### config.mk
export PLATFORM = sky130hd
export DESIGN_NAME = lfu_page_replacement_top
export DESIGN_NICKNAME = d
export VERILOG_FILES = /design/src/rtl/lfu_pkg.sv /design/src/rtl/lfu_ctrl.sv /design/src/rtl/lfu_dp.sv /design/src/rtl/lfu_page_replacement_top.sv
export SDC_FILE = /design/constraint.sdc
export NUM_CORES = 2
export LEC_CHECK = 0
export BUFFER_PORTS_ARGS = -buffer_cell sky130_fd_sc_hd__buf_2
export CAP_MARGIN = 20
export CORE_ASPECT_RATIO = 1.2
export CORE_MARGIN = 1
export CORE_UTILIZATION = 55
export CTS_CLUSTER_DIAMETER = 150
export CTS_CLUSTER_SIZE = 24
export DETAILED_ROUTE_END_ITERATION = 8
export MAX_ROUTING_LAYER = met4
export PLACE_DENSITY = 0.7
export SLEW_MARGIN = 20
export SYNTH_ARGS = -nofsm -noshare
export SYNTH_HDL_FRONTEND = slang
export SYNTH_MEMORY_MAX_BITS = 65536
export SYNTH_SLANG_ARGS = --single-unit
### constraint.sdc
create_clock -name i_clk -period 18 [get_ports i_clk]
set_clock_uncertainty 0.15 [all_clocks]
set_input_delay 2.7 -clock i_clk [delete_from_list [all_inputs] [get_ports i_clk]]
set_output_delay 2.7 -clock i_clk [all_outputs]
set_load 0.05 [all_outputs]
### src/rtl/lfu_pkg.sv
// shared constants, request/result types, controller states and control structs
package lfu_pkg;

    localparam int MAX_FRAMES = 8;
    localparam int PAGE_BITS  = 8;
    localparam int PAGE_COUNT = 1 << PAGE_BITS;
    localparam int CNT_W      = 16;
    localparam int CFG_W      = 4;
    localparam int OCC_W      = $clog2(MAX_FRAMES + 1);
    localparam int IDX_W      = (MAX_FRAMES > 1) ? $clog2(MAX_FRAMES) : 1;

    localparam logic [CFG_W-1:0] CAP_RESET = 4'd8;

    typedef struct packed {
        logic [7:0] page_number;
        logic       last_ref;
    } t_req;

    typedef struct packed {
        logic        hit;
        logic [15:0] fault_total;
        logic        final_res;
    } t_res;

    typedef enum logic [2:0] {
        S_IDLE,
        S_UPDATE,
        S_WRITE,
        S_BUBBLE,
        S_DONE
    } t_state;

    typedef struct packed {
        logic load;
        logic update;
        logic wr_page;
        logic bub_step;
        logic done;
    } t_cmd;

    typedef struct packed {
        logic bub_stop;
    } t_sts;

endpackage

### src/rtl/lfu_ctrl.sv
// sequencing state machine for one page request
module lfu_ctrl (
    input  logic          i_clk,
    input  logic          i_rst_n,
    input  logic          i_start,
    input  lfu_pkg::t_sts i_sts,
    output lfu_pkg::t_cmd o_cmd,
    output logic          o_busy
);
    import lfu_pkg::*;

    t_state r_state;
    t_state n_state;

    always_ff @(posedge i_clk) begin
        if (!i_rst_n) begin
            r_state <= S_IDLE;
        end else begin
            r_state <= n_state;
        end
    end

    always_comb begin
        n_state = r_state;
        o_cmd   = '0;
        unique case (r_state)
            S_IDLE: begin
                if (i_start) begin
                    o_cmd.load = 1'b1;
                    n_state    = S_UPDATE;
                end
            end
            S_UPDATE: begin
                o_cmd.update = 1'b1;
                n_state      = S_WRITE;
            end
            S_WRITE: begin
                o_cmd.wr_page = 1'b1;
                n_state       = S_BUBBLE;
            end
            S_BUBBLE: begin
                if (i_sts.bub_stop) begin
                    n_state = S_DONE;
                end else begin
                    o_cmd.bub_step = 1'b1;
                end
            end
            S_DONE: begin
                o_cmd.done = 1'b1;
                n_state    = S_IDLE;
            end
            default: begin
                n_state = S_IDLE;
            end
        endcase
    end

    assign o_busy = (r_state != S_IDLE);

endmodule

### src/rtl/lfu_dp.sv
// frame list, use count memory, fault counter and capacity register
module lfu_dp (
    input  logic                      i_clk,
    input  logic                      i_rst_n,
    input  lfu_pkg::t_cmd             i_cmd,
    input  lfu_pkg::t_req             i_req,
    input  logic                      i_cfg_we,
    input  logic [lfu_pkg::CFG_W-1:0] i_cfg_wdata,
    output lfu_pkg::t_sts             o_sts,
    output lfu_pkg::t_res             o_res
);
    import lfu_pkg::*;

    logic [CFG_W-1:0]     r_cap_cfg;
    logic [PAGE_BITS-1:0] r_page;
    logic                 r_last;
    logic [PAGE_BITS-1:0] r_slot_page [MAX_FRAMES];
    logic [CNT_W-1:0]     r_slot_cnt  [MAX_FRAMES];
    logic [OCC_W-1:0]     r_occ;
    logic [CNT_W-1:0]     r_fault;
    logic                 r_found;
    logic [IDX_W-1:0]     r_k;
    logic [CNT_W-1:0]     r_new_cnt;

    logic [CNT_W-1:0]     r_mem [PAGE_COUNT];
    logic [PAGE_COUNT-1:0] r_vld;
    logic [CNT_W-1:0]     r_rd_data;
    logic                 r_rd_vld;

    logic [OCC_W-1:0]     cap;
    logic                 found;
    logic [IDX_W-1:0]     pos;
    logic                 evict;
    logic                 do_rm;
    logic [IDX_W-1:0]     rm_pos;
    logic [OCC_W-1:0]     occ_rm;
    logic [CNT_W-1:0]     old_cnt;
    logic [CNT_W-1:0]     new_cnt;
    logic [CNT_W-1:0]     vict_dec;
    logic [PAGE_BITS-1:0] sh_page [MAX_FRAMES];
    logic [CNT_W-1:0]     sh_cnt  [MAX_FRAMES];
    logic [IDX_W-1:0]     km1;
    logic                 mem_we;
    logic [PAGE_BITS-1:0] mem_waddr;
    logic [CNT_W-1:0]     mem_wdata;
    logic                 seq_clear;

    // effective capacity: zero acts as one, clamp at frame count
    always_comb begin
        if (r_cap_cfg == '0) begin
            cap = OCC_W'(1);
        end else if (int'(r_cap_cfg) > MAX_FRAMES) begin
            cap = OCC_W'(MAX_FRAMES);
        end else begin
            cap = OCC_W'(r_cap_cfg);
        end
    end

    // parallel tag compare, lowest slot wins
    always_comb begin
        found = 1'b0;
        pos   = '0;
        for (int i = MAX_FRAMES - 1; i >= 0; i--) begin
            if ((OCC_W'(i) < r_occ) && (r_slot_page[i] == r_page)) begin
                found = 1'b1;
                pos   = IDX_W'(i);
            end
        end
    end

    assign evict    = !found && (r_occ >= cap);
    assign do_rm    = found || evict;
    assign rm_pos   = found ? pos : '0;
    assign occ_rm   = r_occ - OCC_W'(do_rm);
    assign old_cnt  = r_rd_vld ? r_rd_data : '0;
    assign new_cnt  = (old_cnt == '1) ? old_cnt : old_cnt + 1'b1;
    assign vict_dec = (r_slot_cnt[0] == '0) ? '0 : r_slot_cnt[0] - 1'b1;

    // list shifted down by one slot, used for removal
    always_comb begin
        for (int i = 0; i < MAX_FRAMES - 1; i++) begin
            sh_page[i] = r_slot_page[i+1];
            sh_cnt[i]  = r_slot_cnt[i+1];
        end
        sh_page[MAX_FRAMES-1] = r_slot_page[MAX_FRAMES-1];
        sh_cnt[MAX_FRAMES-1]  = r_slot_cnt[MAX_FRAMES-1];
    end

    // bubble compare, bound tested first
    assign km1            = r_k - 1'b1;
    assign o_sts.bub_stop = (r_k == '0) || !(r_slot_cnt[km1] > r_slot_cnt[r_k]);

    assign seq_clear = i_cmd.done && r_last;

    // control state
    always_ff @(posedge i_clk) begin
        if (!i_rst_n) begin
            r_cap_cfg <= CAP_RESET;
            r_occ     <= '0;
            r_fault   <= '0;
            r_vld     <= '0;
        end else begin
            if (i_cfg_we) begin
                r_cap_cfg <= i_cfg_wdata;
            end
            if (i_cmd.update) begin
                r_occ <= occ_rm + 1'b1;
                if (!found && (r_fault != '1)) begin
                    r_fault <= r_fault + 1'b1;
                end
            end
            if (mem_we) begin
                r_vld[mem_waddr] <= 1'b1;
            end
            if (seq_clear) begin
                r_occ   <= '0;
                r_fault <= '0;
                r_vld   <= '0;
            end
        end
    end

    // request payload and frame list
    always_ff @(posedge i_clk) begin
        if (i_cmd.load) begin
            r_page <= i_req.page_number[PAGE_BITS-1:0];
            r_last <= i_req.last_ref;
        end
        if (i_cmd.update) begin
            r_found   <= found;
            r_k       <= IDX_W'(occ_rm);
            r_new_cnt <= new_cnt;
            for (int i = 0; i < MAX_FRAMES; i++) begin
                if (OCC_W'(i) == occ_rm) begin
                    r_slot_page[i] <= r_page;
                    r_slot_cnt[i]  <= new_cnt;
                end else if (do_rm && (IDX_W'(i) >= rm_pos)) begin
                    r_slot_page[i] <= sh_page[i];
                    r_slot_cnt[i]  <= sh_cnt[i];
                end
            end
        end
        if (i_cmd.bub_step) begin
            r_slot_page[km1] <= r_slot_page[r_k];
            r_slot_cnt[km1]  <= r_slot_cnt[r_k];
            r_slot_page[r_k] <= r_slot_page[km1];
            r_slot_cnt[r_k]  <= r_slot_cnt[km1];
            r_k              <= km1;
        end
    end

    // use count memory: victim write-back on update, new count on write
    always_comb begin
        mem_we    = 1'b0;
        mem_waddr = r_page;
        mem_wdata = r_new_cnt;
        if (i_cmd.update && evict) begin
            mem_we    = 1'b1;
            mem_waddr = r_slot_page[0];
            mem_wdata = vict_dec;
        end else if (i_cmd.wr_page) begin
            mem_we = 1'b1;
        end
    end

    always_ff @(posedge i_clk) begin
        if (mem_we) begin
            r_mem[mem_waddr] <= mem_wdata;
        end
        if (i_cmd.load) begin
            r_rd_data <= r_mem[i_req.page_number[PAGE_BITS-1:0]];
            r_rd_vld  <= r_vld[i_req.page_number[PAGE_BITS-1:0]];
        end
    end

    assign o_res.hit         = r_found;
    assign o_res.fault_total = r_fault;
    assign o_res.final_res   = r_last;

    a_occ_bound: assert property (@(posedge i_clk) disable iff (!i_rst_n)
        int'(r_occ) <= MAX_FRAMES)
        else $error("frame occupancy above frame count");

    a_bubble_bound: assert property (@(posedge i_clk) disable iff (!i_rst_n)
        i_cmd.bub_step |-> (r_k != '0))
        else $error("bubble step past list head");

    a_seq_clear: assert property (@(posedge i_clk) disable iff (!i_rst_n)
        seq_clear |=> (r_occ == '0) && (r_fault == '0) && (r_vld == '0))
        else $error("state not cleared after final request");

    a_fault_mono: assert property (@(posedge i_clk) disable iff (!i_rst_n)
        !seq_clear |=> (r_fault >= $past(r_fault)))
        else $error("fault total decreased without sequence end");

endmodule

### src/rtl/lfu_page_replacement_top.sv
// top level of the lfu page replacement block
//
//  channel   ports                         direction  handshake
//  request   start, i_req                  in         taken when start && !busy
//  result    o_res_valid, o_res            out        one-cycle strobe, no backpressure
//  config    i_cfg_we, i_cfg_wdata         in         written on any edge with i_cfg_we
//
// - a request passes from acceptance to its result strobe through these steps:
//   accept, list update, count write, one bubble compare per position moved plus one
//   to stop, result
// - the bubble pass over the frame list varies in length; it walks one slot per cycle
// - busy falls in the cycle after the strobe, so the next request may follow at once
// - reset (synchronous, active low) empties the list, zeroes the fault total and marks
//   every use count invalid at once, so no clearing pass is needed
// - the result receiver cannot stall; the result fields are valid only with the strobe,
//   since a final request clears the fault total right after it
module lfu_page_replacement_top (
    input  logic                      i_clk,
    input  logic                      i_rst_n,
    input  logic                      start,
    input  lfu_pkg::t_req             i_req,
    output logic                      busy,
    input  logic                      i_cfg_we,
    input  logic [lfu_pkg::CFG_W-1:0] i_cfg_wdata,
    output logic                      o_res_valid,
    output lfu_pkg::t_res             o_res
);
    import lfu_pkg::*;

    // command and status between sequencer and datapath
    t_cmd cmd;
    t_sts sts;

    // sequencer: one request at a time, bubble loop waits on datapath status
    lfu_ctrl u_ctrl (
        .i_clk   (i_clk),
        .i_rst_n (i_rst_n),
        .i_start (start),
        .i_sts   (sts),
        .o_cmd   (cmd),
        .o_busy  (busy)
    );

    // datapath: frame list registers, count memory with valid bits, counters
    lfu_dp u_dp (
        .i_clk       (i_clk),
        .i_rst_n     (i_rst_n),
        .i_cmd       (cmd),
        .i_req       (i_req),
        .i_cfg_we    (i_cfg_we),
        .i_cfg_wdata (i_cfg_wdata),
        .o_sts       (sts),
        .o_res       (o_res)
    );

    // result strobe comes from the final sequencer state
    assign o_res_valid = cmd.done;

endmodule

==> flow_summary.json <==
{
  "grt_usage": 0.2960,
  "utilization": 0.5918,
  "yosysMostFrequentCell": "edfxtp_1",
  "seqPwrFrac": 0.609,
  "synth_ff_type": "edfxtp_1",
  "p_leak_nw": 60.78,
  "io_pins": 37,
  "synthTopCellsByArea": "edfxtp_1, mux4_2, dfxtp_1",
  "vdd_drop_max_v": 0.0001275,
  "critPathLaunchType": "flop",
  "worstPathArrival_ns": 9.06,
  "cp_data_required_time_ns": 18.44,
  "rsz0062_at_grt": "false",
  "yosysTopAreaCellShare": 0.7003,
  "rows": 233,
  "fin_ws_ns": 9.384,
  "synthesis.instances": 9220,
  "crit_path_max_incr_delay_ns": 0.94,
  "nFillCells": 23645,
  "cts_buffer_depth": 4,
  "cpMaxStageDelayCell": "or3_1",
  "crit_chain": "buf_12, inv_2, ha_1, xnor2_1, or2_2, buf_4, o22ai_1, or2_2, ha_1, a41oi_1, o21ai_0, a2111oi_1, a21o_1, or3_1, nand2_1, a221o_2",
  "crit_type": "reg -> reg",
  "clock_sinks": 4620,
  "die_h_um": 638.8,
  "fin_nets": 9309,
  "status": "complete, no violations",
  "grt_overflow": 0,
  "fmax_mhz": 116.1,
  "ys_top_cells_by_count": "edfxtp_1, mux4_2, nor2_1, nand2_1, clkbuf_1",
  "area_growth_pct": 6.943,
  "final-setup-viol-count": 0,
  "crit_path_end_kind": "flop",
  "whs_ns": 0.3022,
  "yosys_warnings": 0,
  "yosys.cell_types.count": 83,
  "holdBufCountCts": 0,
  "critPathTopFamily": "compound AO/OA/AOI/OAI gates",
  "first_iter_violations": 13660,
  "seq_area_um2": 135900,
  "cts.repair.resized": 0,
  "drtPass1Iterations": 6,
  "critPathBufInv": 3,
  "dpl.cell_count": 13503,
  "p_switching_mw": 5.053,
  "port-buffer-count": 36,
  "clockRootBuffer": "clkbuf_16",
  "post_cts_buffers": 0,
  "start_util": 0.5534,
  "grt_pass1_vias": 94368,
  "post-route-drc-count": 0,
  "place_area_um2": 192800,
  "swShare": 0.2495,
  "fin_crit_sh": 0.4787,
  "htree_levels": 4,
  "comb_power_share": 0.124,
  "syn_area_per_cell_um2": 20.16,
  "grt_antenna_before_repair": 19,
  "wirelength_um": 490500,
  "vias_per_cell": 6.920,
  "dieArea_um2": 340200,
  "drive_gt1_frac": 0.2440,
  "grt_max_degree": 216,
  "tritoncts": "built",
  "clkTransAtPathRegs_ns": 0.11,
  "slew_headroom": 0.1330,
  "antenna_left": 0,
  "cts_made_buffers": 214,
  "cp_max_fo": 110,
  "internal_power_mw": 15.20,
  "syn-num-nets": 9268,
  "coreArea_um2": 335800,
  "syn_area_um2": 185800,
  "cap_violations": 0,
  "ys_async_sr_fraction": 0,
  "synth_top_area_cell": "edfxtp_1",
  "hpwl_um": 283400,
  "num_vias": 95504,
  "clock_latency_ns": 1.00,
  "min_period_ns": 8.616,
  "drv_slew": 0,
  "seq_area_frac_synth": 0.7311,
  "drt-wirelength-per-cell_um": 35.54,
  "power_density_nw_per_um2": 101.9,
  "die_width_um": 532.7,
  "clockPowerShare": 0.267,
  "totalNegativeSetupSlack_ns": 0,
  "grt_pass1_wl_um": 693600,
  "fin_cells": 13801,
  "globalplace.congestion": 0.9124,
  "totalPowerFinal_mw": 20.25,
  "hold_viol": 0,
  "multiInputGateArea_um2": 47510,
  "final_cell_area_um2": 198800,
  "synth_edf_count": 4334,
  "post-place-ws_ns": 9.008,
  "synth-seq-cells": 4620,
  "hold_class": "reg -> reg",
  "tightestPinTransition_ns": 1.300
}
==> state kept, by name, indices dropped and copies added, names as in the netlist, named ones only <==
signal            cells
u_dp.r_page           8
u_dp.r_found          1
u_dp.r_cap_cfg        4
u_dp.r_last           1
u_dp.r_mem         4096
u_dp.r_slot_page     64
u_dp.r_new_cnt       16
u_dp.r_slot_cnt     128
u_dp.r_k              3
u_ctrl.r_state        3
u_dp.r_rd_vld         1
u_dp.r_rd_data       16
u_dp.r_occ            4
u_dp.r_fault         16
u_dp.r_vld          256
==> worst paths after layout <==
check / from / depth (start not counted) / slack, ns / endpoint
max: u_dp.r_k[0] / 16 / 9.38 / u_dp.r_slot_cnt[3][14]
max reg2reg: u_dp.r_k[0] / 16 / 9.38 / u_dp.r_slot_cnt[3][14]
min: u_dp.r_vld[233] / 2 / 0.30 / u_dp.r_vld[233]
min reg2reg: u_dp.r_vld[233] / 2 / 0.30 / u_dp.r_vld[233]
==> cell type report <==
cell class                 instances  area share
multi-input combinational       3901      0.2390
clock inverter                    10   0.0005288
clock buffer                     264     0.02832
timing repair buffer             463     0.01902
antenna                           17   0.0002140
tap                             4465     0.02811
inverter                          61    0.001152
sequential                      4620      0.6836
==> power groups by stage <==
stage / logic (mW) / registers, mW / clock network, mW
floorplan: 1.58 / 12.7 / 0
global placement: 2.38 / 12.6 / 0
detailed placement: 2.45 / 12.6 / 0
CTS: 2.45 / 12.3 / 5.47
global route: 2.62 / 12.3 / 5.79
finish: 2.51 / 12.3 / 5.41
==> cell usage in the layout, fill, tap and decap left out, drive strengths merged, types with 15 or more instances in the layout <==
master | synthesis | final
nor2b | 18 | 18
a22o | 22 | 22
mux4 | 1398 | 1398
a21oi | 151 | 151
nand2b | 35 | 35
dfxtp | 286 | 286
buf | 278 | 463
a31oi | 20 | 20
o22ai | 155 | 155
nand2 | 391 | 391
xnor2 | 54 | 54
a211oi | 25 | 25
a311oi | 29 | 29
inv | 61 | 69
nand4 | 36 | 36
xor2 | 46 | 46
nor3 | 51 | 51
mux2i | 202 | 202
diode | 0 | 17
ha | 31 | 31
edfxtp | 4334 | 4334
nor4 | 15 | 15
o311ai | 15 | 15
a22oi | 179 | 179
nand3 | 27 | 27
and2 | 17 | 17
or2 | 25 | 25
nor2 | 443 | 443
o31ai | 22 | 22
o21ai | 308 | 308
or4 | 23 | 23
mux2 | 25 | 25
a221oi | 22 | 22
clkbuf | 360 | 264
==> cell families (layout without fill, tap and decap cells) <==
kind of cell	Yosys count	after routing	share of synthesized area
other	0	17	0
buffers and inverters	699	798	0.01653
AND/OR/NAND/NOR	1113	1113	0.02681
adder cells (fa/ha/maj)	31	31	0.002087
XOR/XNOR	100	100	0.004713
AO/OA/AOI/OAI	1032	1032	0.03697
multiplexers	1625	1625	0.1818
flip-flops	4620	4620	0.7311
==> routing by layer <==
metal / track usage / routed length, um / up-vias
li1: - / - / 38108
met5: - / 0 / -
met1: 0.3848 / 178800 / 50694
met2: 0.4747 / 243100 / 5624
met4: 0.1188 / 23650 / 0
met3: 0.04402 / 45010 / 1078
==> tightest hold or removal path, delay by kind of cell (launching register included) <==
family             cells  cell delay [ns]
AOI/OAI and AO/OA      1             0.05
and+or+nand+nor        1             0.05
DFF                    1             0.32
(Power assumes the default switching activity.)
